File: config.mk
export PLATFORM = sky130hd
export DESIGN_NAME = c2p_front
export DESIGN_NICKNAME = d
export VERILOG_FILES = /design/src/rtl/core/assert_macros.svh /design/src/rtl/core/c2p_pkg.sv /design/src/rtl/core/c2p_front.sv
export SDC_FILE = /design/constraint.sdc
export NUM_CORES = 1
export LEC_CHECK = 0
export BUFFER_PORTS_ARGS = -buffer_cell sky130_fd_sc_hd__clkbuf_2
export CORE_MARGIN = 8
export CORE_UTILIZATION = 45
export CTS_CLUSTER_DIAMETER = 150
export CTS_CLUSTER_SIZE = 10
export DETAILED_ROUTE_END_ITERATION = 8
export PLACE_DENSITY = 0.61
export SYNTH_ARGS = -nofsm -noshare
export SYNTH_HDL_FRONTEND = slang
export SYNTH_SLANG_ARGS = --single-unit
File: constraint.sdc
create_clock -name clk -period 14.72 [get_ports clk]
set_clock_uncertainty 0.1 [all_clocks]
set_input_delay 0 -clock clk [delete_from_list [all_inputs] [get_ports clk]]
set_output_delay 0 -clock clk [all_outputs]
set_load 0.03 [all_outputs]
File: src/rtl/core/assert_macros.svh
// assertion macros shared by the rtl of the polar converter
// no dependencies; included by the files that carry concurrent checks
`ifndef ASSERT_MACROS_SVH
`define ASSERT_MACROS_SVH

// same-cycle implication, held off while reset is asserted
`define C2P_ASSERT_IMPL(name, clk_sig, rst_sig, pre, post, msg) \
    name: assert property (@(posedge clk_sig) disable iff (!rst_sig) (pre) |-> (post)) \
        else $error(msg);

// next-cycle implication, held off while reset is asserted
`define C2P_ASSERT_NEXT(name, clk_sig, rst_sig, pre, post, msg) \
    name: assert property (@(posedge clk_sig) disable iff (!rst_sig) (pre) |=> (post)) \
        else $error(msg);

`endif

File: src/rtl/core/c2p_pkg.sv
// constants, tables and types of the cartesian to polar converter
// no dependencies; imported by every other file of the block except assert_macros.svh
package c2p_pkg;

    // field widths of the channels
    localparam int DELTA_W = 16;
    localparam int MAG_W   = 16;
    localparam int PHASE_W = 15;

    // bits of each delta field that are used and sign-extended (at most DELTA_W)
    localparam int IN_W            = 16;
    localparam int PHASE_FRAC_BITS = 6;

    // cordic formats: vectors scaled by 2^24, angles in degrees with 24 fraction bits
    localparam int ANG_FRAC     = 24;
    localparam int VEC_SHIFT    = 24;
    localparam int CORDIC_STEPS = 28;
    localparam int VEC_W        = IN_W + VEC_SHIFT + 4;
    localparam int Z_W          = 32;
    localparam int ANG_W        = Z_W + 3;

    // square root datapath
    localparam int SQ_W       = 2 * IN_W;
    localparam int REM_W      = IN_W + 2;
    localparam int SQRT_STEPS = IN_W;

    // pipeline layout
    localparam int FRONT_STAGES = 3;
    localparam int MAP_STAGES   = 3;
    localparam int PIPE_DEPTH   = FRONT_STAGES + CORDIC_STEPS + MAP_STAGES;
    localparam int MAG_DELAY    = CORDIC_STEPS + MAP_STAGES - SQRT_STEPS - 1;

    // phase scaling
    localparam int PHASE_SHIFT = ANG_FRAC - PHASE_FRAC_BITS;
    localparam int P_W         = ANG_W - PHASE_SHIFT;

    localparam logic signed [Z_W-1:0]   ANG_RIGHT = Z_W'(64'sd90 << ANG_FRAC);
    localparam logic signed [ANG_W-1:0] ANG_HALF  = ANG_W'(64'sd180 << ANG_FRAC);
    localparam logic signed [ANG_W-1:0] ANG_FULL  = ANG_W'(64'sd360 << ANG_FRAC);
    localparam logic [ANG_W-1:0]        PHASE_HALF_LSB = ANG_W'(64'd1 << (PHASE_SHIFT - 1));
    localparam logic [P_W-1:0]          PHASE_TURN = P_W'(64'd360 << PHASE_FRAC_BITS);

    // atan(2^-i) in degrees, 24 fraction bits
    localparam logic signed [Z_W-1:0] ATAN_TAB [CORDIC_STEPS] = '{
        754974720, 445687602, 235489089, 119537938, 60000930, 30029717,
        15018523, 7509719, 3754917, 1877466, 938734, 469367,
        234684, 117342, 58671, 29335, 14668, 7334,
        3667, 1833, 917, 458, 229, 115,
        57, 29, 14, 7
    };

    // octant information that rides alongside the cordic
    typedef struct packed {
        logic x_neg;
        logic y_neg;
        logic ax_zero;
        logic ay_zero;
    } quad_t;

    typedef struct packed {
        logic [MAG_W-1:0]   magnitude;
        logic [PHASE_W-1:0] phase;
    } polar_t;

endpackage

File: src/rtl/core/c2p_front.sv
// front stages: absolute values and octant flags, squares, sum of squares
// depends on c2p_pkg
module c2p_front
    import c2p_pkg::*;
(
    input  logic                      clk,
    input  logic                      en,
    input  logic signed [DELTA_W-1:0] delta_x,
    input  logic signed [DELTA_W-1:0] delta_y,
    output logic [SQ_W-1:0]           sum_sq,
    output logic [IN_W-1:0]           ax,
    output logic [IN_W-1:0]           ay,
    output quad_t                     quad
);

    logic signed [IN_W-1:0] sx;
    logic signed [IN_W-1:0] sy;
    logic [IN_W-1:0]        abs_x;
    logic [IN_W-1:0]        abs_y;
    quad_t                  quad_next;

    logic [IN_W-1:0] ax1_reg, ay1_reg, ax2_reg, ay2_reg, ax3_reg, ay3_reg;
    quad_t           quad1_reg, quad2_reg, quad3_reg;
    logic [SQ_W-1:0] sqx_reg, sqy_reg, sum_reg;

    assign sx = delta_x[IN_W-1:0];
    assign sy = delta_y[IN_W-1:0];

    // the most negative code maps onto 2^(IN_W-1), still in range unsigned
    assign abs_x = sx[IN_W-1] ? IN_W'(-sx) : IN_W'(sx);
    assign abs_y = sy[IN_W-1] ? IN_W'(-sy) : IN_W'(sy);

    // vertical axis is flipped: the angle's y is negative when delta_y is positive
    always_comb
    begin
        quad_next.x_neg   = sx[IN_W-1];
        quad_next.y_neg   = !sy[IN_W-1] && (sy != '0);
        quad_next.ax_zero = (sx == '0);
        quad_next.ay_zero = (sy == '0);
    end

    always_ff @(posedge clk)
    begin
        if (en)
        begin
            ax1_reg   <= abs_x;
            ay1_reg   <= abs_y;
            quad1_reg <= quad_next;

            sqx_reg   <= SQ_W'(ax1_reg) * SQ_W'(ax1_reg);
            sqy_reg   <= SQ_W'(ay1_reg) * SQ_W'(ay1_reg);
            ax2_reg   <= ax1_reg;
            ay2_reg   <= ay1_reg;
            quad2_reg <= quad1_reg;

            sum_reg   <= sqx_reg + sqy_reg;
            ax3_reg   <= ax2_reg;
            ay3_reg   <= ay2_reg;
            quad3_reg <= quad2_reg;
        end
    end

    assign sum_sq = sum_reg;
    assign ax     = ax3_reg;
    assign ay     = ay3_reg;
    assign quad   = quad3_reg;

endmodule

==> metrics.md <==
| Metric | Value |
|---|---|
| Status | complete, no violations |
| Syn Area/Cell | between 10 and 15 um^2 |
| Post-Route WL | 47.4 mm |
| Setup TNS | 0 ns |
| Number of detailed-route iterations in the first pass | 6 |
| Global-route wire length before repair | 79.8 mm |
| Slew of the pin with the lowest slew margin | 0.866 ns |
| Mapped Area | around 22000 um^2 |
| CTS Hold Bufs | 57 |
| # DRC | 0 |
| Post-synth cell types | 53 |
| WL/cell | 16.0 um |
| Cell taking the most area after synthesis | fa_1 |
| Post-DP HPWL | 36.9 mm |
| F_max | between 100 and 150 MHz |
| Postcts setup bufs | 0 |
| Cts repair resizes | 0 |
| Die Y | about 240 um |
| Final setup viols | 0 |
| Dpl ws | 7.83 ns |
| Crit path DAT | between 7 and 8 ns |
| Top cell type's share of synthesized area | between 20% and 30% |
| First-iteration detailed-routing DRC count | 759 |
| Slew Limit Fails | 0 |
| Inserted Diodes | 0 |
| Number of enable flip-flop cells after synthesis | 200 |
| Slew margin rel. | a little over two fifths |
| Synth area leaders | fa_1 29%, edfxtp_1 27%, ha_1 13%, inv_1 8.6%, xnor2_1 3.6% |
| Worst setup margin | 7.85 ns |
| Hold Violations, Final | 0 |
| Largest net degree at the start of global routing | 77 |
| Post-synthesis cell count | 2145 |
| Tcrit/Tclk final | 46.7% |
| Syn_nets | 2736 |
| WP data required | 14.87 ns |
| Avg Vias per Cell | between 5 and 6 |
| Vias in the first global route | 16198 |
| Most frequent cells in the layout | 515 x inv_1, 324 x fa_1, 233 x ha_1 |
| Initial Util | 45.1% |
| Crit. End Element | register |
| Grt total ovfl | 0 |
| Initial antenna violation count | 0 |
| GPL Wtd Cong | 0.895 |
| Prevailing post-synth register cell | edfxtp_1 |
| Clock sink total | 200 |
| Clk slew on worst S/H paths | 0.08 ns |
| I/O pins | 102 |
| Worst-skew pair later-pin latency | 0.50 ns |
| CTS tree | done |
| Port Buffer Count | about 100 |
| Setup Crit Path Kind | register to register |
| Hold Crit Class | input port to register |
| Root buffer cell | clkbuf_16 |
| Final core utilization | 49.8% |
| Yosys reg bits | 200 |
| Vias | around 15000 |
| Longest Clk Path Bufs | 2 |
| Max reg flops | 32 |
| Startpoint types | register |
| Syn. warnings | 0 |
| RSZ-0062 raised after global routing | false |
| Cell area after layout | 24800 um^2 |
| Share of cells above drive strength 1 | 6.75% |
| Area growth, synth to finish | 10.4% |
| Final nets | 2860 |
| Total die area | 57300 um^2 |
| Num CTS Buffers | 17 |
| H-tree levels | 4 |
| Site row count | 82 |
| Commonest non-fill, non-tap cell in the layout | inv_1 |
| Ys async rst share | 0% |
| Critical path fanouts, max | 15 |
| Placed Area | between 20000 and 25000 um^2 |
| Minimum clock period | slightly below 7 ns |
| Register area share after synthesis | between 20% and 30% |
| # Max-Cap Violations | 0 |
| ANT nets after route | 0 |
| DIE WIDTH | 239 um |
| Core footprint | roughly 50000 um^2 |
| Total track usage | 17.6% |
final cells by class:
type	count	area (um^2)
Fill cell	4527	25000
Multi-Input combinational cell	1375	14300
Sequential cell	200	6010
Inverter	515	1930
Timing Repair Buffer	160	1100
Tap cell	672	841
Clock buffer	17	425
Clock inverter	15	181
worst paths after layout:
path / start / end / slack [ns] / cells past startpoint
worst min register to register: ay2_reg[10] / ay[10] / 0.32 / 0
worst max register to register: ay1_reg[13] / sqy_reg[31] / 7.85 / 21
worst max-delay path: ay1_reg[13] / sqy_reg[31] / 7.85 / 21
worst min-delay path: en / ay[5] / 0.03 / 1
cell usage after synthesis (4+ instances only):
master / number
xnor2_1: 93
nor2b_1: 15
ha_1: 233
a21boi_0: 4
o21ai_0: 31
o41ai_1: 5
xor2_1: 32
a211oi_1: 6
nand3_1: 13
o211ai_1: 8
clkbuf_1: 53
or2_2: 7
a21o_1: 54
o21bai_1: 11
edfxtp_1: 200
nor3_1: 12
inv_1: 515
or3_1: 7
nand4_1: 14
a211o_1: 4
nor2_1: 68
nand2_1: 185
nand2b_1: 11
a31oi_1: 9
a31o_2: 5
or4_1: 4
and2_1: 82
a21oi_1: 78
o31ai_1: 12
fa_1: 324
and3_1: 8
o21a_1: 7
worst max-delay path, stage by stage (launching register included):
cell and delay, ns:
edfxtp_1 0.75, inv_1 0.34, nor2_1 0.24, ha_1 0.28, xor2_1 0.19, fa_1 0.54
inv_1 0.05, fa_1 0.51, fa_1 0.47, fa_1 0.51, inv_1 0.05, fa_1 0.47
inv_1 0.04, ha_1 0.40, a21oi_1 0.18, o21ai_0 0.12, a221oi_1 0.26, o21ai_0 0.15
a221o_1 0.31, a41o_1 0.25, a221oi_1 0.32, xnor2_1 0.10
kinds of logic (layout without fill, tap and decap cells):
family,count (synthesis),after routing,share of synthesized area (%)
xor+xnor,125,125,4.88
buf+inv,570,707,9.53
flops,200,200,26.7
compound gates,253,253,7.46
mux,4,4,0.195
fa+ha+maj,557,557,41.9
simple gates,436,436,9.32
routing by layer:
layer / global-route usage [%] / share of wire [%] / wire length, um / up-vias
met4: 4.92 / 1.6 / 763 / 0
met2: 29.8 / 50 / 23700 / 220
met3: 2.84 / 3.6 / 1720 / 58
met1: 23.1 / 45 / 21200 / 7552
met5: 0 / 0 / 0 / -
li1: - / - / - / 7060
metrics by stage:
| step | hold slack [ns] | instances |
|---|---|---|
| 3_5_place_dp | 0.103 | 2865 |
| 4_1_cts | 0.0155 | 2954 |
| 6_report | 0.0341 | 2954 |
| 3_3_place_gp | 0.0990 | 2865 |
| 5_1_grt | 0.0524 | 2954 |
| 2_1_floorplan | -0.00113 | 2145 |
Power is not shown: default switching activity piles up to over one toggle a cycle in this logic, so the estimate is an artifact.
