==> src/rtl/core/assert_macros.svh <==
// assertion macros shared by the rtl of the polar converter
// no dependencies; included by the files that carry concurrent checks
`ifndef ASSERT_MACROS_SVH
`define ASSERT_MACROS_SVH

// same-cycle implication, held off while reset is asserted
`define C2P_ASSERT_IMPL(name, clk_sig, rst_sig, pre, post, msg) \
    name: assert property (@(posedge clk_sig) disable iff (!rst_sig) (pre) |-> (post)) \
        else $error(msg);

// next-cycle implication, held off while reset is asserted
`define C2P_ASSERT_NEXT(name, clk_sig, rst_sig, pre, post, msg) \
    name: assert property (@(posedge clk_sig) disable iff (!rst_sig) (pre) |=> (post)) \
        else $error(msg);

`endif

==> src/rtl/core/c2p_pkg.sv <==
// constants, tables and types of the cartesian to polar converter
// no dependencies; imported by every other file of the block except assert_macros.svh
package c2p_pkg;

    // field widths of the channels
    localparam int DELTA_W = 16;
    localparam int MAG_W   = 16;
    localparam int PHASE_W = 15;

    // bits of each delta field that are used and sign-extended (at most DELTA_W)
    localparam int IN_W            = 16;
    localparam int PHASE_FRAC_BITS = 6;

    // cordic formats: vectors scaled by 2^24, angles in degrees with 24 fraction bits
    localparam int ANG_FRAC     = 24;
    localparam int VEC_SHIFT    = 24;
    localparam int CORDIC_STEPS = 28;
    localparam int VEC_W        = IN_W + VEC_SHIFT + 4;
    localparam int Z_W          = 32;
    localparam int ANG_W        = Z_W + 3;

    // square root datapath
    localparam int SQ_W       = 2 * IN_W;
    localparam int REM_W      = IN_W + 2;
    localparam int SQRT_STEPS = IN_W;

    // pipeline layout
    localparam int FRONT_STAGES = 3;
    localparam int MAP_STAGES   = 3;
    localparam int PIPE_DEPTH   = FRONT_STAGES + CORDIC_STEPS + MAP_STAGES;
    localparam int MAG_DELAY    = CORDIC_STEPS + MAP_STAGES - SQRT_STEPS - 1;

    // phase scaling
    localparam int PHASE_SHIFT = ANG_FRAC - PHASE_FRAC_BITS;
    localparam int P_W         = ANG_W - PHASE_SHIFT;

    localparam logic signed [Z_W-1:0]   ANG_RIGHT = Z_W'(64'sd90 << ANG_FRAC);
    localparam logic signed [ANG_W-1:0] ANG_HALF  = ANG_W'(64'sd180 << ANG_FRAC);
    localparam logic signed [ANG_W-1:0] ANG_FULL  = ANG_W'(64'sd360 << ANG_FRAC);
    localparam logic [ANG_W-1:0]        PHASE_HALF_LSB = ANG_W'(64'd1 << (PHASE_SHIFT - 1));
    localparam logic [P_W-1:0]          PHASE_TURN = P_W'(64'd360 << PHASE_FRAC_BITS);

    // atan(2^-i) in degrees, 24 fraction bits
    localparam logic signed [Z_W-1:0] ATAN_TAB [CORDIC_STEPS] = '{
        754974720, 445687602, 235489089, 119537938, 60000930, 30029717,
        15018523, 7509719, 3754917, 1877466, 938734, 469367,
        234684, 117342, 58671, 29335, 14668, 7334,
        3667, 1833, 917, 458, 229, 115,
        57, 29, 14, 7
    };

    // octant information that rides alongside the cordic
    typedef struct packed {
        logic x_neg;
        logic y_neg;
        logic ax_zero;
        logic ay_zero;
    } quad_t;

    typedef struct packed {
        logic [MAG_W-1:0]   magnitude;
        logic [PHASE_W-1:0] phase;
    } polar_t;

endpackage

==> src/rtl/core/c2p_out_if.sv <==
// valid/ready channel carrying one polar result per word
// depends on c2p_pkg for the field widths
interface c2p_out_if
    import c2p_pkg::*;
();
    logic               valid;
    logic               ready;
    logic [MAG_W-1:0]   magnitude;
    logic [PHASE_W-1:0] phase;

    modport source (output valid, output magnitude, output phase, input ready);
    modport sink   (input valid, input magnitude, input phase, output ready);
endinterface

==> src/rtl/core/c2p_out_skid.sv <==
// two-word output buffer: output register plus skid register
// depends on c2p_pkg, c2p_out_if and assert_macros.svh
`include "assert_macros.svh"

module c2p_out_skid
    import c2p_pkg::*;
(
    input  logic      clk,
    input  logic      rst_n,
    input  logic      push,
    input  polar_t    word,
    output logic      room,
    c2p_out_if.source polar
);

    polar_t out_reg;
    polar_t skid_reg;
    logic   out_valid_reg, out_valid_next;
    logic   skid_valid_reg, skid_valid_next;
    logic   load_out_word, load_out_skid, load_skid;

    always_comb
    begin
        out_valid_next  = out_valid_reg;
        skid_valid_next = skid_valid_reg;
        load_out_word   = 1'b0;
        load_out_skid   = 1'b0;
        load_skid       = 1'b0;
        if (out_valid_reg && !polar.ready)
        begin
            // output held: park an arriving word
            if (push)
            begin
                skid_valid_next = 1'b1;
                load_skid       = 1'b1;
            end
        end
        else if (skid_valid_reg)
        begin
            load_out_skid   = 1'b1;
            skid_valid_next = 1'b0;
        end
        else if (push)
        begin
            load_out_word  = 1'b1;
            out_valid_next = 1'b1;
        end
        else
        begin
            out_valid_next = 1'b0;
        end
    end

    always_ff @(posedge clk or negedge rst_n)
    begin
        if (!rst_n)
        begin
            out_valid_reg  <= 1'b0;
            skid_valid_reg <= 1'b0;
        end
        else
        begin
            out_valid_reg  <= out_valid_next;
            skid_valid_reg <= skid_valid_next;
        end
    end

    always_ff @(posedge clk)
    begin
        if (load_out_word)
        begin
            out_reg <= word;
        end
        else if (load_out_skid)
        begin
            out_reg <= skid_reg;
        end
        if (load_skid)
        begin
            skid_reg <= word;
        end
    end

    assign room            = !skid_valid_reg;
    assign polar.valid     = out_valid_reg;
    assign polar.magnitude = out_reg.magnitude;
    assign polar.phase     = out_reg.phase;

    `C2P_ASSERT_IMPL(a_skid_behind_out, clk, rst_n, skid_valid_reg, out_valid_reg, "skid word without output word")
    `C2P_ASSERT_IMPL(a_no_push_when_full, clk, rst_n, skid_valid_reg, !push, "word pushed into a full buffer")

endmodule

==> src/flat_wrapper.sv <==
// flat-port wrapper written by rule: the top's interface ports become plain ports
module c2p_out_skid_flat import c2p_pkg::*;
  (clk, rst_n, push, word, room, polar_valid, polar_magnitude, polar_phase, polar_ready);
  c2p_out_if polar_i ();
  input  logic clk;
  input  logic rst_n;
  input  logic push;
  input  polar_t word;
  output logic room;
  output wire logic [$bits(polar_i.valid)-1:0] polar_valid;
  output wire logic [$bits(polar_i.magnitude)-1:0] polar_magnitude;
  output wire logic [$bits(polar_i.phase)-1:0] polar_phase;
  input wire logic [$bits(polar_i.ready)-1:0] polar_ready;
  assign polar_valid = polar_i.valid;
  assign polar_magnitude = polar_i.magnitude;
  assign polar_phase = polar_i.phase;
  assign polar_i.ready = polar_ready;
  c2p_out_skid u_core (.clk(clk), .rst_n(rst_n), .push(push), .word(word), .room(room), .polar(polar_i));
endmodule
==> config.mk <==
export PLATFORM = sky130hd
export DESIGN_NAME = c2p_out_skid_flat
export DESIGN_NICKNAME = d
export VERILOG_FILES = /design/src/rtl/core/c2p_pkg.sv /design/src/rtl/core/c2p_out_if.sv /design/src/rtl/core/c2p_out_skid.sv /design/src/flat_wrapper.sv
export VERILOG_INCLUDE_DIRS = /design/src /design/src/rtl/core
export SDC_FILE = /design/constraint.sdc
export NUM_CORES = 1
export LEC_CHECK = 0
export CORE_ASPECT_RATIO = 0.5
export CORE_MARGIN = 2
export CORE_UTILIZATION = 55
export CTS_BUF_LIST = sky130_fd_sc_hd__clkbuf_8 sky130_fd_sc_hd__clkbuf_16
export DETAILED_ROUTE_END_ITERATION = 16
export DONT_BUFFER_PORTS = 1
export GPL_TIMING_DRIVEN = 0
export PLACE_DENSITY_LB_ADDON = 0.25
export SKIP_LAST_GASP = 1
export SLEW_MARGIN = 20
export SYNTH_ARGS = -nofsm -noshare
export SYNTH_HDL_FRONTEND = slang
export SYNTH_SLANG_ARGS = --single-unit
==> constraint.sdc <==
create_clock -name clk -period 3.2 [get_ports clk]
set_input_delay 0.32 -clock clk [delete_from_list [all_inputs] [get_ports clk]]
set_output_delay 0.32 -clock clk [all_outputs]
set_load 0.01 [all_outputs]
==> results.txt, run 1 <==
Reg2Reg Launch Point - u_core.polar.valid
P&R area growth vs syn - 15.8%
Worst R2R End - u_core.polar.phase[3]
HP Class - in2reg
Critical Path Fanout Max - 21
R2R Setup Slk - 1.62 ns
Outcome - complete, no violations
Synth Register Bits - 64
Cell taking the most area after synthesis - edfxtp_1
Combinational family with the most area after synthesis - multiplexers
RSZ-0062 raised after global routing - no
Compound-cell area share of the yosys netlist - 0.00910
Sequential share of the synthesized area - 0.772
RePlAce Congestion - 0.679
Core area - 4360 um2
YS warnings - 0
Endpoints failing setup - 0
Fmax - 635 MHz
Worst VDD drop - 466 uV
Port bufs - 0
Worst skew pair latency - 0.33 ns
Htree depth - 3
# diodes - 0
Post-route ant nets - 0
Wire length per cell - 18.0 um
R2r worst-path depth - 3
Least-Margin Pin Slew - 0.525 ns
Synth Area in Simple Gates - 0.0141
Crit path DAT - 1.62 ns
Initial DRC count - 49
Placement Cell Area - 2620 um2
Critical Path Sink Type - register
EDFF count, synth - 62
Worst Hold Depth - 0
Die X - 98.9 um
Setup Skew - 0.00692 ns
Initial Util - 0.568
Fin util - 0.657
Synth Net Count - 143
Rows - 17
Post-synthesis adder-cell area fraction - 0
Average size of a mapped cell - 22.9 um2
CTS root buf - clkbuf_8
First-pass DRT Iterations - 4
Largest register FFs - 31
Most common cell in the netlist - edfxtp_1
Worst endpoint required time - 3.24 ns
Clock buffers created by TritonCTS - 9
WHS Endpoint - u_core.skid_reg[23]
Final Hold Vio Count - 0
Antenna violations before repair - 0
Total die area - 5090 um2
Top_reg_cell synth - edfxtp_1
Routed vias/inst - 5.33
Share of layout cells above drive strength 1 - 0.425
Die height - 51.4 um
Yosys top cell area share - 0.752
Vias - 980
Share of synthesized registers carrying an async set or reset - 0.0313
Max-Cap Viols - 0
# IOs - 68
Worst-path clk slew - 0.07 ns
Largest net degree at the start of global routing - 22
Min-delay src - word[23]
Xor/xnor share of the synthesized area - 0
WL final - 3.32 mm
DP HPWL - 2.29 mm
Max Slew Vio Count - 0
CP Launch Type - register
Commonest cells post-synth - edfxtp_1 (62), mux2_4 (30), buf_6 (3), inv_1 (3)
CTS Buffer Depth - 2
Number of global-route vias before repair - 1003
CTS tree - yes
Filler cell count - 280
Syn Std Cell Area - 2480 um2
PwrDens - 693 nW/um2
CTS sink count - 64
Final period util - 0.492
First-pass GRT wire length - 5.06 mm
Max_slew headroom - 0.649
Setup CP Type - reg2reg
Post-route cell area - 2870 um2
Drt drc - 0
Post_cts resized - 0
Synth top area cells - edfxtp_1 (75%), mux2_4 (18%), dfrtp_1 (2.0%), buf_6 (1.4%), nand3_4 (0.71%)
Number of setup buffers added after CTS - 0
Nets - 157
Cells after Synth - 108
Leakage - 1.09 nW
Grt ovf - 0
Synth cell types - 12
Mux contribution to synthesized area - 0.186
Tot GR Track Use - 0.147
Clock period minus final worst setup slack - 1.58 ns
## worst max-delay path by stage
stage                  startpoint                        end  slack [ns]
6_report       u_core.polar.valid      u_core.polar.phase[3]        1.62
5_1_grt        u_core.polar.valid      u_core.polar.phase[0]        1.57
4_1_cts        u_core.polar.valid      u_core.polar.phase[4]        1.61
3_5_place_dp   u_core.polar.valid      u_core.polar.phase[4]        1.63
3_3_place_gp   u_core.polar.valid      u_core.polar.phase[1]       -0.03
2_1_floorplan  u_core.polar.valid  u_core.polar.magnitude[0]        0.68
## cells by family after synthesis
family                 Yosys count
flip-flops                      64
multiplexers                    31
buffers and inverters            6
AO/OA/AOI/OAI                    4
AND/OR/NAND/NOR                  3
## critical path: stages (launching register included)
cell and delay (ns):
dfrtp_1 0.45, nand2b_4 0.14, a21boi_4 0.45, buf_16 0.23
## metrics by stage
step           cells  setup WS [ns]  hold slack [ns]  power [W]  TNS, ns
2_1_floorplan    108          0.681           0.0244    0.00117        0
3_3_place_gp     165        -0.0296           0.0244    0.00119   -0.866
3_5_place_dp     167           1.63           0.0244    0.00121        0
4_1_cts          184           1.61           0.0598    0.00201        0
5_1_grt          184           1.57           0.0426    0.00206        0
6_report         184           1.62           0.0774    0.00199        0
## report_power, final
group	internal [W]	switching [W]
clock network	0.000511	0.000286
registers	0.000999	0.0000401
logic	0.0000837	0.0000659
total	0.00159	0.000392
## layout make-up
type | instances | area (um2) | share of cell area
Multi-Input combinational cell | 38 | 538 | 0.188
Clock buffer | 9 | 124 | 0.0432
Timing Repair Buffer | 3 | 65.1 | 0.0227
Sequential cell | 64 | 1910 | 0.667
Inverter | 3 | 11.3 | 0.00393
Clock inverter | 7 | 111 | 0.0388
Tap cell | 57 | 71.3 | 0.0249
Buffer | 3 | 33.8 | 0.0118
## placed cells by master, fill, tap and decap left out
| cell type | synthesis | layout |
|---|---|---|
| edfxtp_1 | 62 | 62 |
| mux2_4 | 30 | 30 |
| clkbuf_8 | 0 | 9 |
| inv_1 | 3 | 4 |
| buf_6 | 3 | 3 |
| bufinv_16 | 0 | 3 |
| o21ai_0 | 2 | 2 |
| buf_16 | 0 | 2 |
| dfrtp_1 | 2 | 2 |
| nand2b_4 | 1 | 1 |
| nand3_4 | 1 | 1 |
| a21boi_4 | 0 | 1 |
| mux2_2 | 1 | 1 |
| nor2_4 | 0 | 1 |
| a21oi_1 | 1 | 1 |
| clkinv_4 | 0 | 1 |
| clkinv_1 | 0 | 1 |
| clkinv_2 | 0 | 1 |
| dlygate4sd3_1 | 0 | 1 |
## layer usage
layer  GRT usage  vias up  routed length [um]
met1       0.162      479                1390
met5           0        -                   0
met2       0.215       42                1570
li1            -      452                   -
met3       0.114        7                 306
met4      0.0616        0                  48
## what timing repair did
item / CTS / global route
setup endpoints to repair: 0 / 0
hold endpoints to repair: 2 / 0
hold buffers: 1 / 0
Power figures use the tool's default switching activity.
==> run 2: changes to the inputs <==
==> constraint.sdc (replaced) <==
create_clock -name clk -period 1.3 [get_ports clk]
set_input_delay 0.13 -clock clk [delete_from_list [all_inputs] [get_ports clk]]
set_output_delay 0.13 -clock clk [all_outputs]
set_load 0.01 [all_outputs]
==> run 2 against run 1 <==
Against the previous run:
- the run now ends with negative setup slack left
- critical path depth increased by 1
- flip-flop and latch count stayed put
- clock skew decreased by 0.0015 ns
- fmax rose by 9.5%
- combinational power grew to 3.8 times the previous value
- sequential power rose by 150%
- via count up 22%
- global-route usage grew 3.0 points
- sequential share of layout area decreased by 10 points
==> results.txt, run 2 (synthesized netlist as in run 1, its figures left out) <==
Outcome - complete, but fails checks
Failing checks - negative setup slack
WL met2 - 2.26 mm (+44%)
Antenna violations before repair - 0 (unchanged)
Crit path DAT - 1.51 ns (-0.11 ns)
Largest net degree at the start of global routing - 17 (-23%)
Commonest non-fill, non-tap cell in the layout - edfxtp_1
Die height - 51.4 um (unchanged)
Max Slew Vio Count - 0 (unchanged)
Final non-filler cell total - 239 (+30%)
PwrDens - 1310 nW/um2 (+89%)
Drt drc - 0 (unchanged)
Vias - 1199 (+22%)
Routed vias/inst - 5.02 (-5.8%)
Wire length on met1 - 1.68 mm (+21%)
Top routing layer used - met4
Max_slew headroom - 0.720 (+0.0707)
Fin util - 0.778 (+0.121)
Leakage - 1.31 nW (+20%)
Total die area - 5090 um2 (unchanged)
Dpl cells - 165 (-1.2%)
Number of global-route vias before repair - 1259 (+26%)
Htree depth - 3 (unchanged)
DP HPWL - 2.14 mm (-6.5%)
CTS Buffer Depth - 2 (unchanged)
Filler cell count - 241 (-14%)
R2r worst-path depth - 4 (+1)
Worst VDD drop - 908 uV (+95%)
Initial DRC count - 38 (-22%)
Fmax - 695 MHz (+9.5%)
Initial Util - 0.568 (unchanged)
Grt ovf - 0 (unchanged)
Die X - 98.9 um (unchanged)
Largest register FFs - 31 (unchanged)
Setup Skew - 0.00539 ns (-0.00153 ns)
CTS root buf - clkbuf_8
First-pass GRT wire length - 6.28 mm (+24%)
WL final - 4.26 mm (+28%)
Wire length per cell - 17.8 um (-1.3%)
CTS tree - yes
Post-route ant nets - 0 (unchanged)
Reg2Reg Launch Point - u_core.polar.valid
Worst skew pair latency - 0.32 ns (about the same)
Worst endpoint required time - 1.37 ns (-1.87 ns)
Worst-path clk slew - 0.06 ns (about the same)
CTS sink count - 64 (unchanged)
RePlAce Congestion - 0.662 (-2.5%)
Commonest cells after routing, fill and taps aside - edfxtp_1 (62), dlygate4sd3_1 (48), mux2_4 (30), clkbuf_8 (9)
Critical Path Fanout Max - 10 (-52%)
Final Hold Vio Count - 0 (unchanged)
Setup CP Type - reg2reg
Endpoints failing setup - 62 (+62)
CP Cell Sequence - nand2b_4 > nand3_4 > buf_6 > mux2_4
RSZ-0062 raised after global routing - yes
Worst Hold Depth - 1 (+1)
CP max-delay cell - dfrtp_2
Clock buffers created by TritonCTS - 9 (unchanged)
Clock period minus final worst setup slack - 1.44 ns (-0.136 ns)
Critical Path Sink Type - register
R2R Setup Slk - -0.14 ns (-1.76 ns)
Met3 WL - 264 um (-14%)
Max incr delay on CP - 0.45 ns (about the same)
WHS Endpoint - u_core.polar.magnitude[13]
Nets - 214 (+36%)
CP Launch Type - register
Final period util - 1.11 (+0.615)
Min-delay src - word[28]
Final WS setup - -0.139 ns (-1.76 ns)
Rows - 17 (unchanged)
Post-Place Setup Slack - -0.520 ns (-2.15 ns)
Crit path buffers/inverters - 1 (unchanged)
Worst R2R End - u_core.polar.magnitude[10]
Tot GR Track Use - 0.178 (+0.0302)
Least-Margin Pin Slew - 0.419 ns (-0.105 ns)
Cell family with most CP delay - flip-flops
Share of layout cells above drive strength 1 - 0.357 (-0.0681)
# diodes - 0 (unchanged)
Port bufs - 0 (unchanged)
First-pass DRT Iterations - 4 (unchanged)
Total power draw - 0.00445 W (+120%)
Max-Cap Viols - 0 (unchanged)
P&R area growth vs syn - 37.0%
Core area - 4360 um2 (unchanged)
# IOs - 68 (unchanged)
HP Class - in2reg
run 2: stage by stage:
step / cell area [um2] / hold slack [ns] / setup TNS, ns
2_1_floorplan: 2500 / -0.166 / -13.99
3_3_place_gp: 2570 / -0.166 / -29.78
3_5_place_dp: 2570 / -0.166 / -31.51
4_1_cts: 3200 / 0.00134 / -4.81
5_1_grt: 3390 / 0.0000458 / -7.62
6_report: 3390 / 0.0208 / -5.48
run 2: cell type report:
cell class / instances / area (um2) / area share
Timing Repair Buffer: 58 / 633 / 0.187
Sequential cell: 64 / 1910 / 0.564
Clock inverter: 5 / 26.3 / 0.00775
Inverter: 3 / 13.8 / 0.00406
Tap cell: 57 / 71.3 / 0.0210
Multi-Input combinational cell: 40 / 568 / 0.167
Buffer: 3 / 42.5 / 0.0125
Clock buffer: 9 / 124 / 0.0365
run 2: worst max-delay path by stage:
stage / start / end / cells after the start
floorplan: u_core.polar.valid / u_core.polar.magnitude[0] / 2
global placement: u_core.polar.valid / u_core.polar.magnitude[0] / 2
detailed placement: u_core.polar.valid / u_core.polar.phase[10] / 2
CTS: u_core.polar.valid / u_core.polar.phase[3] / 4
global route: u_core.polar.valid / u_core.polar.phase[3] / 4
finish: u_core.polar.valid / u_core.polar.magnitude[10] / 4
run 2: worst register-to-register path, delay by kind of cell, from the launching register on:
family	cells	cell delay [ns]
buffers and inverters	1	0.19
DFF	1	0.45
muxes	1	0.31
and+or+nand+nor	2	0.25
run 2: repair_timing:
| item | 4_1_cts | 5_1_grt |
|---|---|---|
| setup endpoints to repair | 92 | 78 |
| setup buffers | 9 | 1 |
| hold buffers | 32 | 16 |
| pin swaps | 2 | 0 |
| cloned | 2 | 0 |
| endpoints found under the hold margin | 33 | 16 |
| resized for setup | 7 | 2 |
run 2: power breakdown:
part	total, W	switching [W]	internal, W
clock	0.00132	0.000665	0.000651
sequential	0.00256	0.000103	0.00246
combinational	0.000570	0.000212	0.000359
total	0.00445	0.000979	0.00347
run 2: metal layers:
layer | GRT usage | up-vias
li1 | - | 568
met3 | 0.0848 | 5
met4 | 0.0822 | 0
met1 | 0.197 | 584
met2 | 0.296 | 42
met5 | 0 | -
